**src/rtl/htc_pkg.sv**
```systemverilog
package htc_pkg;

   // command codes of an input item
   localparam logic [1:0] CMD_SAMPLE = 2'd0;
   localparam logic [1:0] CMD_UP     = 2'd1;
   localparam logic [1:0] CMD_DOWN   = 2'd2;
   localparam logic [1:0] CMD_POWER  = 2'd3;

   // configuration register indexes
   localparam int unsigned CSR_INDEX_WIDTH = 3;
   localparam int unsigned CSR_DATA_WIDTH  = 16;
   localparam logic [CSR_INDEX_WIDTH-1:0] REG_HYSTERESIS = 3'd0;
   localparam logic [CSR_INDEX_WIDTH-1:0] REG_DEBOUNCE   = 3'd1;
   localparam logic [CSR_INDEX_WIDTH-1:0] REG_SP_MAX     = 3'd2;
   localparam logic [CSR_INDEX_WIDTH-1:0] REG_SP_MIN     = 3'd3;
   localparam logic [CSR_INDEX_WIDTH-1:0] REG_AMB_LIMIT  = 3'd4;

   // reset values
   localparam logic [3:0]  HYSTERESIS_RESET = 4'd1;
   localparam logic [15:0] DEBOUNCE_RESET   = 16'd250;
   localparam logic [7:0]  SP_MAX_RESET     = 8'd100;
   localparam logic [7:0]  SP_MIN_RESET     = 8'd20;
   localparam logic [7:0]  AMB_LIMIT_RESET  = 8'd110;
   localparam logic [7:0]  SETPOINT_RESET   = 8'd40;

   // ambient reading that marks a failed sensor (-127 degrees)
   localparam logic signed [15:0] FAULT_CODE = -16'sd2032;

   // default width of the timestamp arithmetic
   localparam int unsigned TIME_WIDTH_DEFAULT = 32;

   // one button per press command
   localparam int unsigned BUTTON_COUNT = 3;

   typedef struct packed {
      logic [1:0]         command;
      logic [31:0]        time_ms;
      logic signed [15:0] object_temp;
      logic signed [15:0] ambient_temp;
   } htc_req_type;

   typedef struct packed {
      logic       heater_on;
      logic       power_on;
      logic       protection_ok;
      logic       heat_demand;
      logic       sensor_fault;
      logic [7:0] setpoint_now;
   } htc_rsp_type;

   typedef struct packed {
      logic [3:0]  hysteresis_deg;
      logic [15:0] debounce_ms;
      logic [7:0]  setpoint_max;
      logic [7:0]  setpoint_min;
      logic [7:0]  ambient_limit;
   } htc_cfg_type;

endpackage

```
**src/rtl/hysteresis_thermostat_controller_core.sv**
```systemverilog
// channel | ports                          | direction | transfer when
// req     | req_valid, req_stall, req_payload | in     | req_valid && !req_stall
// rsp     | rsp_valid, rsp_stall, rsp_payload | out    | rsp_valid && !rsp_stall
// csr     | csr_write, csr_index, csr_wdata   | in     | csr_write
//
// An item is taken into an input register, evaluated against the controller
// state and lands in the result register; one item per cycle while rsp is
// not stalled.
// Synchronous active-high reset restores setpoint, flags, edge times, configuration
// registers and valid bits to their defaults; no clearing pass is needed.
// A stall on rsp holds the result register; req stalls only while the input
// register is full and cannot move on.
module hysteresis_thermostat_controller_core
   import htc_pkg::*;
#(
   parameter int unsigned TIME_WIDTH = TIME_WIDTH_DEFAULT
) (
   input  logic                       clock,
   input  logic                       reset,
   input  logic                       req_valid,
   output logic                       req_stall,
   input  htc_req_type                req_payload,
   output logic                       rsp_valid,
   input  logic                       rsp_stall,
   output htc_rsp_type                rsp_payload,
   input  logic                       csr_write,
   input  logic [CSR_INDEX_WIDTH-1:0] csr_index,
   input  logic [CSR_DATA_WIDTH-1:0]  csr_wdata
);

   htc_cfg_type cfg_ff;
   htc_req_type item_ff;
   logic        item_valid_ff;
   htc_rsp_type rsp_ff;
   logic        rsp_valid_ff;
   htc_rsp_type result;
   logic        press_ok;
   logic        advance;
   logic        take;

   // configuration registers
   always_ff @(posedge clock) begin
      if (reset) begin
         cfg_ff.hysteresis_deg <= HYSTERESIS_RESET;
         cfg_ff.debounce_ms    <= DEBOUNCE_RESET;
         cfg_ff.setpoint_max   <= SP_MAX_RESET;
         cfg_ff.setpoint_min   <= SP_MIN_RESET;
         cfg_ff.ambient_limit  <= AMB_LIMIT_RESET;
      end else if (csr_write) begin
         unique case (csr_index)
            REG_HYSTERESIS: cfg_ff.hysteresis_deg <= csr_wdata[3:0];
            REG_DEBOUNCE:   cfg_ff.debounce_ms    <= csr_wdata;
            REG_SP_MAX:     cfg_ff.setpoint_max   <= csr_wdata[7:0];
            REG_SP_MIN:     cfg_ff.setpoint_min   <= csr_wdata[7:0];
            REG_AMB_LIMIT:  cfg_ff.ambient_limit  <= csr_wdata[7:0];
            default: begin
            end
         endcase
      end
   end

   // handshake between the two registers
   assign advance   = item_valid_ff && (!rsp_valid_ff || !rsp_stall);
   assign req_stall = item_valid_ff && !advance;
   assign take      = req_valid && !req_stall;

   // input register
   always_ff @(posedge clock) begin
      if (reset) begin
         item_valid_ff <= 1'b0;
      end else if (take) begin
         item_valid_ff <= 1'b1;
      end else if (advance) begin
         item_valid_ff <= 1'b0;
      end
   end

   always_ff @(posedge clock) begin
      if (take) begin
         item_ff <= req_payload;
      end
   end

   htc_debounce #(
      .TIME_WIDTH (TIME_WIDTH)
   ) u_debounce (
      .clock       (clock),
      .reset       (reset),
      .commit      (advance),
      .command     (item_ff.command),
      .time_ms     (item_ff.time_ms),
      .debounce_ms (cfg_ff.debounce_ms),
      .press_ok    (press_ok)
   );

   htc_regulator u_regulator (
      .clock    (clock),
      .reset    (reset),
      .commit   (advance),
      .item     (item_ff),
      .press_ok (press_ok),
      .cfg      (cfg_ff),
      .result   (result)
   );

   // result register
   always_ff @(posedge clock) begin
      if (reset) begin
         rsp_valid_ff <= 1'b0;
      end else if (advance) begin
         rsp_valid_ff <= 1'b1;
      end else if (!rsp_stall) begin
         rsp_valid_ff <= 1'b0;
      end
   end

   always_ff @(posedge clock) begin
      if (advance) begin
         rsp_ff <= result;
      end
   end

   assign rsp_valid   = rsp_valid_ff;
   assign rsp_payload = rsp_ff;

`ifndef SYNTHESIS
   // the input side only stalls while an item waits in the input register
   assert property (@(posedge clock) disable iff (reset) req_stall |-> item_valid_ff)
      else $error("req stalled with empty input register");

   // heater follows the three flags of the same result
   assert property (@(posedge clock) disable iff (reset)
      rsp_valid |-> (rsp_payload.heater_on ==
         (rsp_payload.power_on && rsp_payload.protection_ok && rsp_payload.heat_demand)))
      else $error("heater output disagrees with flags");

   // a failed sensor never leaves protection set
   assert property (@(posedge clock) disable iff (reset)
      rsp_valid |-> !(rsp_payload.sensor_fault && rsp_payload.protection_ok))
      else $error("protection set during sensor fault");

   // a sample never moves the setpoint or the power state
   assert property (@(posedge clock) disable iff (reset)
      (advance && item_ff.command == CMD_SAMPLE) |->
         (result.setpoint_now == u_regulator.setpoint_ff &&
          result.power_on == u_regulator.power_ff))
      else $error("sample changed setpoint or power");
`endif

endmodule

```
**src/rtl/htc_debounce.sv**
```systemverilog
module htc_debounce
   import htc_pkg::*;
#(
   parameter int unsigned TIME_WIDTH = TIME_WIDTH_DEFAULT
) (
   input  logic        clock,
   input  logic        reset,
   input  logic        commit,
   input  logic [1:0]  command,
   input  logic [31:0] time_ms,
   input  logic [15:0] debounce_ms,
   output logic        press_ok
);

   logic [TIME_WIDTH-1:0] last_edge_ff [BUTTON_COUNT];
   logic [TIME_WIDTH-1:0] now_t;
   logic [TIME_WIDTH-1:0] gap;
   logic [1:0]            button;
   logic                  is_press;

   // button slot of this press
   always_comb begin
      unique case (command)
         CMD_UP:    begin button = 2'd0; is_press = 1'b1; end
         CMD_DOWN:  begin button = 2'd1; is_press = 1'b1; end
         CMD_POWER: begin button = 2'd2; is_press = 1'b1; end
         CMD_SAMPLE: begin button = 2'd0; is_press = 1'b0; end
         default:   begin button = 2'd0; is_press = 1'b0; end
      endcase
   end

   // wrapping gap since the previous edge of the same button
   assign now_t    = TIME_WIDTH'(time_ms);
   assign gap      = now_t - last_edge_ff[button];
   assign press_ok = is_press && (gap > TIME_WIDTH'(debounce_ms));

   // edge time is recorded even for a rejected bounce
   always_ff @(posedge clock) begin
      if (reset) begin
         for (int i = 0; i < BUTTON_COUNT; i++) begin
            last_edge_ff[i] <= '0;
         end
      end else if (commit && is_press) begin
         last_edge_ff[button] <= now_t;
      end
   end

endmodule

```
**src/rtl/htc_regulator.sv**
```systemverilog
module htc_regulator
   import htc_pkg::*;
(
   input  logic        clock,
   input  logic        reset,
   input  logic        commit,
   input  htc_req_type item,
   input  logic        press_ok,
   input  htc_cfg_type cfg,
   output htc_rsp_type result
);

   logic [7:0] setpoint_ff, setpoint_in;
   logic       power_ff, power_in;
   logic       protect_ff, protect_in;
   logic       demand_ff, demand_in;
   logic       fault_ff, fault_in;

   logic [8:0]         sp_up;
   logic [7:0]         up_val;
   logic signed [9:0]  sp_dn;
   logic [7:0]         dn_val;
   logic [8:0]         band_hi;
   logic signed [9:0]  band_lo;
   logic signed [17:0] obj_ext;
   logic signed [17:0] hi_thr;
   logic signed [17:0] lo_thr;
   logic signed [15:0] amb_thr;
   logic               is_fault;

   // clamped setpoint steps
   assign sp_up  = {1'b0, setpoint_ff} + 9'd1;
   assign up_val = (sp_up >= {1'b0, cfg.setpoint_max}) ? cfg.setpoint_max : sp_up[7:0];
   assign sp_dn  = $signed({2'b00, setpoint_ff}) - 10'sd1;
   assign dn_val = (sp_dn <= $signed({2'b00, cfg.setpoint_min})) ? cfg.setpoint_min
                                                                   : sp_dn[7:0];

   // hysteresis band edges in 1/16 degree
   assign band_hi = {1'b0, setpoint_ff} + {5'b0, cfg.hysteresis_deg};
   assign band_lo = $signed({2'b00, setpoint_ff}) - $signed({6'b0, cfg.hysteresis_deg});
   assign obj_ext = $signed({{2{item.object_temp[15]}}, item.object_temp});
   assign hi_thr  = $signed({5'b0, band_hi, 4'b0});
   assign lo_thr  = $signed({{4{band_lo[9]}}, band_lo, 4'b0});

   // protection threshold, never negative
   assign amb_thr  = $signed({4'b0, cfg.ambient_limit, 4'b0});
   assign is_fault = (item.ambient_temp == FAULT_CODE);

   // next state for the item in the input register
   always_comb begin
      setpoint_in = setpoint_ff;
      power_in    = power_ff;
      protect_in  = protect_ff;
      demand_in   = demand_ff;
      fault_in    = fault_ff;
      unique case (item.command)
         CMD_SAMPLE: begin
            priority if (obj_ext >= hi_thr) begin
               demand_in = 1'b0;
            end else if (obj_ext <= lo_thr) begin
               demand_in = 1'b1;
            end
            fault_in   = is_fault;
            protect_in = !is_fault && (item.ambient_temp < amb_thr);
         end
         CMD_UP: begin
            if (press_ok) begin
               setpoint_in = up_val;
            end
         end
         CMD_DOWN: begin
            if (press_ok) begin
               setpoint_in = dn_val;
            end
         end
         CMD_POWER: begin
            if (press_ok) begin
               power_in = !power_ff;
            end
         end
         default: begin
         end
      endcase
   end

   // state moves on each transfer into the result register
   always_ff @(posedge clock) begin
      if (reset) begin
         setpoint_ff <= SETPOINT_RESET;
         power_ff    <= 1'b0;
         protect_ff  <= 1'b0;
         demand_ff   <= 1'b0;
         fault_ff    <= 1'b0;
      end else if (commit) begin
         setpoint_ff <= setpoint_in;
         power_ff    <= power_in;
         protect_ff  <= protect_in;
         demand_ff   <= demand_in;
         fault_ff    <= fault_in;
      end
   end

   // result reflects the state after this item
   always_comb begin
      result.heater_on     = power_in && protect_in && demand_in;
      result.power_on      = power_in;
      result.protection_ok = protect_in;
      result.heat_demand   = demand_in;
      result.sensor_fault  = fault_in;
      result.setpoint_now  = setpoint_in;
   end

endmodule

```
**config.mk**
```make
export PLATFORM = sky130hd
export DESIGN_NAME = hysteresis_thermostat_controller_core
export DESIGN_NICKNAME = d
export VERILOG_FILES = /design/src/rtl/htc_pkg.sv /design/src/rtl/hysteresis_thermostat_controller_core.sv /design/src/rtl/htc_debounce.sv /design/src/rtl/htc_regulator.sv
export SDC_FILE = /design/constraint.sdc
export NUM_CORES = 1
export LEC_CHECK = 0
export BUFFER_PORTS_ARGS = -buffer_cell sky130_fd_sc_hd__buf_2
export CORE_MARGIN = 5
export CORE_UTILIZATION = 50
export CTS_CLUSTER_SIZE = 16
export DETAILED_ROUTE_END_ITERATION = 12
export GPL_TIMING_DRIVEN = 0
export PLACE_DENSITY = 0.76
export SLEW_MARGIN = 20
export SYNTH_ARGS = -nofsm -noshare
export SYNTH_HDL_FRONTEND = slang
export SYNTH_SLANG_ARGS = --single-unit
```
**constraint.sdc**
```tcl
create_clock -name clock -period 6.9 [get_ports clock]
set_clock_uncertainty 0.1 [all_clocks]
set_input_delay 0.345 -clock clock [delete_from_list [all_inputs] [get_ports clock]]
set_output_delay 0.345 -clock clock [all_outputs]
set_load 0.01 [all_outputs]
```
Yosys cells after proc, flatten, opt, wreduce, memory -nomap -nowiden:

Memories as Yosys holds them, arrays and structs flattened.
Index checks and enable logic that the tools add are counted.

* bits in registers: 137
* memory bits (writable): 96
* memories kept: 1
* word-level logic and storage cells: 95
* output and inout bits: 15
* bits of input ports: 90

* order comparisons: 6
* eq/ne operators: 9
* add/sub/neg operators: 5
* mux-type cells: 26
* reductions and logical operators: 26

Memory list
* u_debounce.last_edge_ff: depth 3, bits a word 32, rd ports 1, clocked after memory_dff 0, wr ports 3, RTL line htc_debounce.sv:15 `logic [TIME_WIDTH-1:0] last_edge_ff [BUTTON_COUNT];`

Operators with widths (count)
* $gt A32 B16 Y1: 1
* $mux W32: 1
* $mux W8: 4
* $reduce_or A32 Y1: 1
* $sub A32 B32 Y32: 1
* $mux W1: 17
* $eq A16 B12 Y1 const B: 1
* $ge A16 B14 Y1: 1
* $le A16 B13 Y1: 1
* $lt A16 B13 Y1: 1
* $pmux W8 S2: 1
* $le A10 B9 Y1: 1
* $reduce_and A2 Y1: 5
* $add A8 B1 Y9 const B: 1
* $add A8 B4 Y9: 1
* $ge A9 B8 Y1: 1
* $sub A8 B1 Y9 const B: 1
* $sub A8 B4 Y9: 1
* $logic_and A1 B1 Y1: 8
* $eq A3 B2 Y1 const B: 2
* $logic_not A1 Y1: 6
* $pmux W2 S3: 1
* $eq A2 B2 Y1 const B: 2
* $eq A3 B1 Y1 const B: 1
* 11 further kinds: 11

Depth between registers and ports, before layout:

Gate-level depths: netlist of run 1.
An unclocked memory read counts as a cell.

* depth after elaboration: 11
* gate-level depth with buffers: 28
* gate-level depth less buffers: 24

By module:

Synthesis of run 1 repeated with hierarchy kept, for this count alone.

* cell total of the unflattened synthesis: 1338
* area total of the unflattened synthesis: 13954.6 um^2

By module, submodules not included
* htc_debounce: cells each 673, seq. area each 2882.8 um^2, area each 6680.2 um^2, times used 1
* hysteresis_thermostat_controller_core: cells each 271, seq. area each 3293.2 um^2, area each 4327.9 um^2, times used 1
* htc_regulator: cells each 394, seq. area each 240.2 um^2, area each 2946.6 um^2, times used 1

Worst setup path after synthesis of run 1:

No wires, ideal clock.

* path kind: register to register
* start point: reg item_ff[64] (netlist bit)
* end point: reg rsp_ff (netlist bit rsp_payload[1]), data pin
* library setup time: 0.256 ns
* slack: 0.928 ns
* buffers on the path: 3
* cell stages (with the launch flop): 26
* data required time: 6.544 ns
* data arrival time: 5.615 ns
* period minus slack after synthesis: 5.972 ns
* path through: edfxtp_1 > ha_1 > clkbuf_1 > buf_1 > mux4_2 > inv_1 > ha_1 > a21o_1 > a21oi_2 > nand2_1 > a31oi_1 > o21ai_0 > a21oi_1 > xnor2_1 > ha_1 > a21o_1 > nand3_1 > a21oi_1 > or4b_1 > a221oi_2 > o2111ai_1 > nor4_2 > and2_1 > buf_2 > nor3_2 > a22o_1

RTL lines
* start: declaration: RTL line hysteresis_thermostat_controller_core.sv:32 `htc_req_type item_ff;`
* start signal: assignment: RTL line hysteresis_thermostat_controller_core.sv:80 `item_ff <= req_payload;`
* end signal: assignment: RTL line hysteresis_thermostat_controller_core.sv:119 `rsp_ff <= result;`
* end: declaration: RTL line hysteresis_thermostat_controller_core.sv:34 `htc_rsp_type rsp_ff;`

==> metrics.cfg, run 1 <==
[timing]
setup_viol=0
slew_headroom=0.301
rsz0062_at_grt=no
fmax_mhz=154
drv_slew=0
finalCritPeriodShare=0.939
setup_tns_ps=0
finalHoldViolCount=0
worst_pin_slew_ps=1050
period_minus_slack_ps=6480

[floorplanning]
ios=105
die_x_um=181
core_area_um2=28900
row_count=62
start_util=0.509
die_height_um=181
die-area_um2=32900

[synth]
ys.flop_type=edfxtp_1
yosys_register_bits=265
synth_cell_type_count=80
synth_top_family_by_area=simple AND/OR/NAND/NOR gates
synth-xor-area-share=0.0251
synth.area.mux_share=0.0573
synth-simple-area-share=0.148
syn_inst=1336
synthesis.area_um2=14700
synthAdderAreaFrac=0.0936
syn_nets=1534
async_reset_ff_frac=0
avgSynthCellArea_um2=11.0
synth_compound_area_frac=0.126
synth-edff-count=207
ys_warn_count=0
synth-seq-area-share=0.502

[global_routing]
grt_max_degree=33
antenna_found_initial=3
grt_pass1_wl_mm=60.8
grtUsageTotal=0.228
overflow=0
grt_pass1_vias=11300

[power]
switching_power_mw=1.11
p_sw_frac=0.260
combPwrFrac=0.170
p_seq_frac=0.426
ir_worst_vdd_uv=266
p_leak_nw=7.11
internal_power_mw=3.17
powerDensity_nw_per_um2=242
p_clk_frac=0.404

[worst_setup_path]
crit_chain=ha_2 > clkdlybuf4s15_2 > mux4_2 > ha_1 > nor2b_1 > o2111ai_2 > a211o_1 > and2_1 > nor2_1 > nor2_1 > xnor2_1 > ha_1 > nand4_1 > a2111oi_0 > or4b_1 > a221oi_2 > o2111ai_1 > nor4_4 > and2_1 > buf_2 > nor3_2 > o22a_1
slowest_stage=mux4_2
arrival_ps=6660
cpPeakStageDelay_ps=580
critPathLaunchType=flip-flop
crit_fanout=10
path_delay_family=simple AND/OR/NAND/NOR gates
crit_path_end_kind=flip-flop
critPathBufInv=2
critPathKind=reg2reg
cp.required_ps=7090

[flow_run]
max_cap_violations=0

[clocking]
htree_levels=1
cts_buffers=29
tritoncts=yes
post_cts_buffers=0
ctsRootBufferMaster=clkbuf_16
clock_sinks=265
cts_buffer_depth=3
clk_latency_ps=550
clk_pin_slew_ps=70

[layout]
nets=1752
mostFrequentLayoutCells=207 x edfxtp_1, 123 x nand2_1, 114 x buf_2, 104 x inv_1, 104 x ha_1
drive_gt1_frac=0.150
mostFrequentLayoutCell=edfxtp_1
final_cells=1964
syn_to_final_growth_pct=20.8
final_core_util=0.614

[placed_design]
dpl.hpwl_mm=27.1
place_inst=1829
io_buffer_count=103
place_congestion=0.957

[drt]
vias=11400
ant_nets=0
drtPass1Iterations=6
drc=0
drt_iter0_markers=1179
wirelength_mm=38.4
viasPerCell=5.80
wl_per_cell_um=19.6

[min_path]
holdCritPathClass=in2reg

[status]
status=finished, final reports clean

## cell families (layout without fill, tap and decap cells)
group / Yosys count / after routing
compound gates: 277 / 277
buf+inv: 178 / 419
mux: 44 / 44
fa+ha+maj: 108 / 108
flops: 265 / 265
simple gates: 422 / 422
other cells: 0 / 3
xor+xnor: 42 / 42
## worst paths after layout
check / startpoint / endpoint / slack [ps] / depth (start not counted)
min: csr_wdata[6] / cfg_ff[14] / 30 / 3
min reg2reg: cfg_ff[13] / cfg_ff[13] / 360 / 2
max: item_ff[64] / rsp_payload[2] / 420 / 22
max reg2reg: item_ff[64] / rsp_payload[2] / 420 / 22
## per-stage QoR
stage	hold WS [ps]	setup WS (ps)	instance area, µm²	total power, mW
after global routing	41.6	37.9	17700	4.46
after global placement	342	-473	15700	2.51
after floorplan	332	928	14700	2.33
after detailed placement	348	-482	15800	2.53
after CTS	2.45	31.6	17700	4.28
final	33.7	423	17700	4.28
## sequential cells by signal (all words and copies together) (netlist names)
signal,cells
u_regulator.fault_ff,1
item_valid_ff,1
rsp_payload,13
u_regulator.power_ff,1
u_regulator.protect_ff,1
u_regulator.setpoint_ff,8
item_ff,66
u_debounce.last_edge_ff,128
cfg_ff,44
rsp_valid,1
u_regulator.demand_ff,1
## what timing repair did
action	CTS	global route
setup endpoints to repair	19	18
hold buffers	79	1
pin swaps	0	1
resized for setup	7	8
cloned	0	0
endpoints found under the hold margin	80	1
## Yosys cell counts (all sizes together), types with 6 or more instances
cell type / number / area (µm²)
inv: 104 / 390
o21a: 14 / 105
xnor2: 23 / 201
o22ai: 8 / 50.1
mux4: 32 / 721
o211ai: 23 / 173
a31oi: 10 / 62.6
and2: 38 / 238
o31ai: 6 / 45.0
clkbuf: 55 / 206
a21o: 17 / 128
nor2: 66 / 248
a22o: 6 / 52.6
nor3: 18 / 95.1
dfxtp: 58 / 1160
nor2b: 14 / 87.6
a211oi: 11 / 87.6
a21oi: 98 / 513
nand4: 32 / 200
and3: 71 / 444
buf: 18 / 97.6
o21ai: 42 / 218
mux2i: 11 / 110
nand2: 123 / 462
nor4: 8 / 71.3
edfxtp: 207 / 6220
ha: 105 / 1310
xor2: 19 / 166
nand3: 25 / 125
## cell type report
cell class / count / area (µm²)
Tap cell: 384 / 480
Antenna cell: 3 / 7.51
Clock buffer: 32 / 747
Multi-Input combinational cell: 893 / 6650
Timing Repair Buffer: 189 / 1440
Inverter: 105 / 394
Sequential cell: 265 / 7380
Fill cell: 2278 / 11100
Buffer: 71 / 315
Clock inverter: 22 / 325
## power by group through the flow
stage	logic (mW)	registers [mW]	clock network, mW
floorplan	0.483	1.85	0
global placement	0.650	1.86	0
detailed placement	0.675	1.86	0
CTS	0.717	1.82	1.74
global route	0.803	1.83	1.82
finish	0.728	1.82	1.73
## layer usage
metal  track usage  vias to the layer above  share of wire
met2         0.380                      439           0.47
met3        0.0288                       96          0.066
met5             0                        -              0
met4        0.0838                        0          0.038
met1         0.307                     5492           0.42
li1              -                     5373              -
## tightest hold or removal path, cell delays in order
cell and delay (ps):
buf_2 150, nand2_1 70, a21oi_1 60
No activity file was read; power rests on OpenSTA's default activity.
==> inputs of run 2 (changes only) <==
Settings changed: ABC_AREA set to 1, GPL_TIMING_DRIVEN 0 to unset.
Clock period 6.9 ns to 7 ns, I/O delays scaled along.
==> metrics.cfg, run 2 <==
[worst_setup_path]
crit_path_end_kind=flip-flop
arrival_ps=5670
cpPeakStageDelay_ps=610
crit_top_cell=nand2_1
crit_fanout=71
slowest_stage=buf_4
critPathKind=reg2reg
critPathLaunchType=flip-flop
cp.required_ps=7220

[floorplanning]
row_count=63
die-area_um2=33600
die_x_um=183
core_area_um2=29600
start_util=0.507
die_height_um=183
ios=105

[drt]
highest_layer=met4
drt_iter0_markers=1018
wl_per_cell_um=16.5
drc=0
wl_met2_mm=18.1
drtPass1Iterations=5
wirelength_mm=38.5
wl_met3_mm=2.48
vias=12500
m1WireLength_mm=16.8
viasPerCell=5.35
ant_nets=0

[synth]
synth_most_common_cell=nand2_1
synth_common_cells=450 x nand2_1, 261 x inv_1, 207 x edfxtp_1, 180 x nor2_1, 118 x a21oi_1
yosysTopAreaCell=edfxtp_1
avgSynthCellArea_um2=8.57
synth-seq-area-share=0.491
ys_warn_count=0
syn_inst=1754
synth_cell_type_count=49
synthesis.area_um2=15000
ys.flop_type=edfxtp_1
async_reset_ff_frac=0
yosys_register_bits=265
synth-edff-count=207
syn_nets=1952
synthTopCellsByArea=edfxtp_1 41%, nand2_1 11%, ha_1 8.7%, dfxtp_1 7.7%, inv_1 6.5%
synth_top_area_frac=0.414

[layout]
mostFrequentLayoutCell=nand2_1
fin_area_um2=17600
largest_reg_flops=128
final_core_util=0.595
drive_gt1_frac=0.107
regMostFlops=u_debounce.last_edge_ff
syn_to_final_growth_pct=17.4
largestRegisters=u_debounce.last_edge_ff x128, item_ff x66, cfg_ff x44
final_cells=2336
nets=2121
mostFrequentLayoutCells=449 x nand2_1, 259 x inv_1, 207 x edfxtp_1, 178 x nor2_1, 118 x a21oi_1

[global_routing]
grt_pass1_vias=12200
grt_pass1_wl_mm=61.6
antenna_found_initial=1
overflow=0
grt_max_degree=72
grtUsageTotal=0.226

[timing]
drv_slew=0
finalHoldViolCount=0
setup_tns_ps=0
rsz0062_at_grt=no
finalWorstSetupSlack_ps=1550
setup_viol=0
period_minus_slack_ps=5450
finalCritPeriodShare=0.778
fmax_mhz=184
worst_pin_slew_ps=981
slew_headroom=0.343

[clocking]
post_cts_buffers=0
htree_levels=1
cts_buffer_depth=3
clk_latency_ps=560
cts_buffers=28
tritoncts=yes
clock_sinks=265
ctsRootBufferMaster=clkbuf_16
clk_pin_slew_ps=70
postCtsResizedCells=0

[placed_design]
post_dp_cell_area_um2=15900
dpl.hpwl_mm=26.2
place_inst=2208
dp_slack_ps=1580
io_buffer_count=104
place_congestion=0.951

[power]
powerDensity_nw_per_um2=242
ir_worst_vdd_uv=211
p_leak_nw=8.13

[flow_run]
max_cap_violations=0

[status]
status=finished, final reports clean

[min_path]
holdCritPathClass=in2reg

[run 2: changes by cell type after synthesis, moves of 26 or more]
| cell | change |
|---|---|
| a21oi_1 | +26 |
| a32o_1 | +30 |
| and2_1 | -36 |
| and3_1 | -69 |
| inv_1 | +157 |
| mux4_2 | -32 |
| nand2_1 | +327 |
| nand3_1 | +44 |
| nor2_1 | +114 |
| o21ai_0 | +44 |
[run 2: cell type report]
class	count	area, µm²
clock buffers	29	704
multi-input cells	1169	6440
clock inverters	23	277
diodes	1	2.50
flip-flops and latches	265	7380
fillers	2474	12000
inverters	270	1010
well taps	390	488
repair buffers	189	1350
[run 2: per-layer routing]
layer / vias to the layer above / track usage
li1: 6136 / -
met1: 5837 / 0.305
met2: 440 / 0.376
met3: 89 / 0.0335
met4: 0 / 0.0742
met5: - / 0
[run 2: metrics by stage]
stage	hold WS, ps	power [mW]
finish	26.1	4.27
floorplan	324	2.45
global placement	349	2.65
detailed placement	350	2.68
CTS	1.45	4.27
global route	20.4	4.48
[run 2: logic make-up after synthesis]
group,Yosys count,share of synthesized area
xor gates and xnor gates,36,0.0215
DFF,265,0.491
buffers and inverters,320,0.0818
adders and majority gates,108,0.0914
AOI/OAI and AO/OA,262,0.105
and+or+nand+nor,763,0.209
[run 2: worst paths after layout]
check | startpoint | endpoint | slack (ps) | depth (start not counted)
setup / recovery | item_ff[64] | rsp_payload[12] | 1550 | 31
hold reg to reg | item_ff[63] | u_debounce.last_edge_ff[3][31] | 360 | 0
setup reg to reg | item_ff[64] | rsp_payload[12] | 1550 | 31
hold / removal | csr_wdata[9] | cfg_ff[33] | 30 | 3
[run 2: power breakdown]
part           switching, mW  internal, mW  total (mW)
sequential            0.0443          1.78        1.82
clock                  0.646         0.926        1.57
combinational          0.555         0.326       0.881
[run 2: critical path, delay by kind of cell, from the launching register on]
family / cells / cell delay, ps
flip-flops: 1 / 460
buffers and inverters: 3 / 800
XOR/XNOR: 2 / 340
AND/OR/NAND/NOR: 20 / 2030
adder cells (fa/ha/maj): 4 / 1060
AO/OA/AOI/OAI: 2 / 390
[run 2: repair_timing]
action	in CTS	in global routing
hold buffers	75	0
hold endpoints to repair	75	0
endpoints found under the setup margin	0	0
==> inputs of run 3 (changes only) <==
Settings changed: PLACE_DENSITY 0.76 to 0.79.
Clock period 7 ns to 4.6 ns, I/O delays scaled along.
==> metrics.cfg, run 3 (synthesis gave the netlist of run 2 again) <==
[status]
status=finished, violations left
violations=negative setup slack

[layout]
final_cells=2419
mostFrequentLayoutCell=nand2_1
regMostFlops=u_debounce.last_edge_ff
syn_to_final_growth_pct=26.1
antenna_cells=0
nets=2205
largestRegisters=u_debounce.last_edge_ff x128, item_ff x66, cfg_ff x44
drive_gt1_frac=0.186
mostFrequentLayoutCells=407 x nand2_1, 253 x inv_1, 207 x edfxtp_1, 174 x nor2_1, 110 x a21oi_1
largest_reg_flops=128

[placed_design]
place_inst=2250
dp_slack_ps=-110
dpl.hpwl_mm=27.6
io_buffer_count=104
place_congestion=0.930

[global_routing]
overflow=0
grtUsageTotal=0.240
antenna_found_initial=0
grt_pass1_vias=12800
grt_pass1_wl_mm=65.8
grt_max_degree=44

[floorplanning]
die-area_um2=33600
core_area_um2=29600
start_util=0.507
row_count=63
die_height_um=183
die_x_um=183
ios=105

[power]
internal_power_mw=4.65
combPwrFrac=0.249
ir_worst_vdd_uv=319
powerDensity_nw_per_um2=351
p_clk_frac=0.334
p_seq_frac=0.417
finalPower_mw=6.65
p_sw_frac=0.300
p_leak_nw=8.70
switching_power_mw=2.00

[clocking]
htree_levels=1
clock_sinks=265
cts_buffer_depth=3
clk_pin_slew_ps=60
tritoncts=yes
ctsRootBufferMaster=clkbuf_16
clk_latency_ps=550
cts_buffers=29

[timing]
rsz0062_at_grt=yes
holdWs_ps=28.0
worst_pin_slew_ps=1020
fmax_mhz=210
slew_headroom=0.319
period_minus_slack_ps=4760
finalWorstSetupSlack_ps=-161
finalHoldViolCount=0
drv_slew=0
setup_viol=19
finalCritPeriodShare=1.03

[worst_setup_path]
slowest_stage=edfxtp_1
critPathBufInv=5
cpPeakStageDelay_ps=420
path_delay_family=simple AND/OR/NAND/NOR gates
cp.depth=32
crit_top_cell=nand2_1
crit_fanout=7
r2r_cells=32
critPathKind=reg2reg
crit_path_end_kind=flip-flop
cp.required_ps=4800
r2r_slack_ps=-160
arrival_ps=4960
critPathLaunchType=flip-flop

[drt]
viasPerCell=5.51
drtPass1Iterations=6
drt_iter0_markers=1297
wirelength_mm=43.2
drc=0
ant_nets=0
vias=13300
wl_per_cell_um=17.9

[min_path]
holdCritPathClass=in2reg
min_delay_path_depth=5

[flow_run]
max_cap_violations=0

-- run 3: final timing paths --
| check | startpoint | endpoint |
|---|---|---|
| setup / recovery | item_ff[64] | rsp_payload[7] |
| hold / removal | csr_write | cfg_ff[40] |
| setup reg to reg | item_ff[64] | rsp_payload[7] |
| hold reg to reg | cfg_ff[7] | cfg_ff[7] |
-- run 3: layout make-up --
| class | count | area [µm²] |
|---|---|---|
| clock buffers | 35 | 758 |
| clock inverters | 18 | 150 |
| fillers | 2267 | 10700 |
| inverters | 270 | 1030 |
| multi-input cells | 1169 | 6960 |
| flip-flops and latches | 265 | 7380 |
| well taps | 390 | 488 |
| repair buffers | 272 | 2190 |
-- run 3: power groups by stage --
stage	clock [mW]	combinational [mW]	sequential (mW)
3_5_place_dp	0	1.33	2.82
5_1_grt	2.36	1.82	2.78
4_1_cts	2.24	1.47	2.77
2_1_floorplan	0	0.931	2.80
3_3_place_gp	0	1.30	2.82
6_report	2.22	1.65	2.78
-- run 3: worst min-delay path, stage by stage --
cell and delay [ps]:
buf_2 110, inv_1 50, nor2_1 60, nand3_1 90, nand3_1 80
-- run 3: what timing repair did --
action	CTS	global route
cloned	2	4
hold buffers	89	0
setup endpoints to repair	17	19
pin swaps	18	68
setup buffers	6	15
endpoints found under the hold margin	104	0
gates resized for setup	44	95
-- run 3: routing by layer --
metal,share of wire,global-route usage
met3,0.079,0.0345
met4,0.040,0.0819
met2,0.48,0.404
met1,0.40,0.322
met5,0,0
-- run 3: metrics by stage --
step | TNS (ps) | cell area [µm²] | util
after global routing | -5750 | 19000 | 0.639
final | -1810 | 19000 | 0.639
after CTS | 0 | 18400 | 0.622
after global placement | 0 | 16300 | 0.549
after floorplan | 0 | 15000 | -
after detailed placement | -604 | 16300 | 0.549
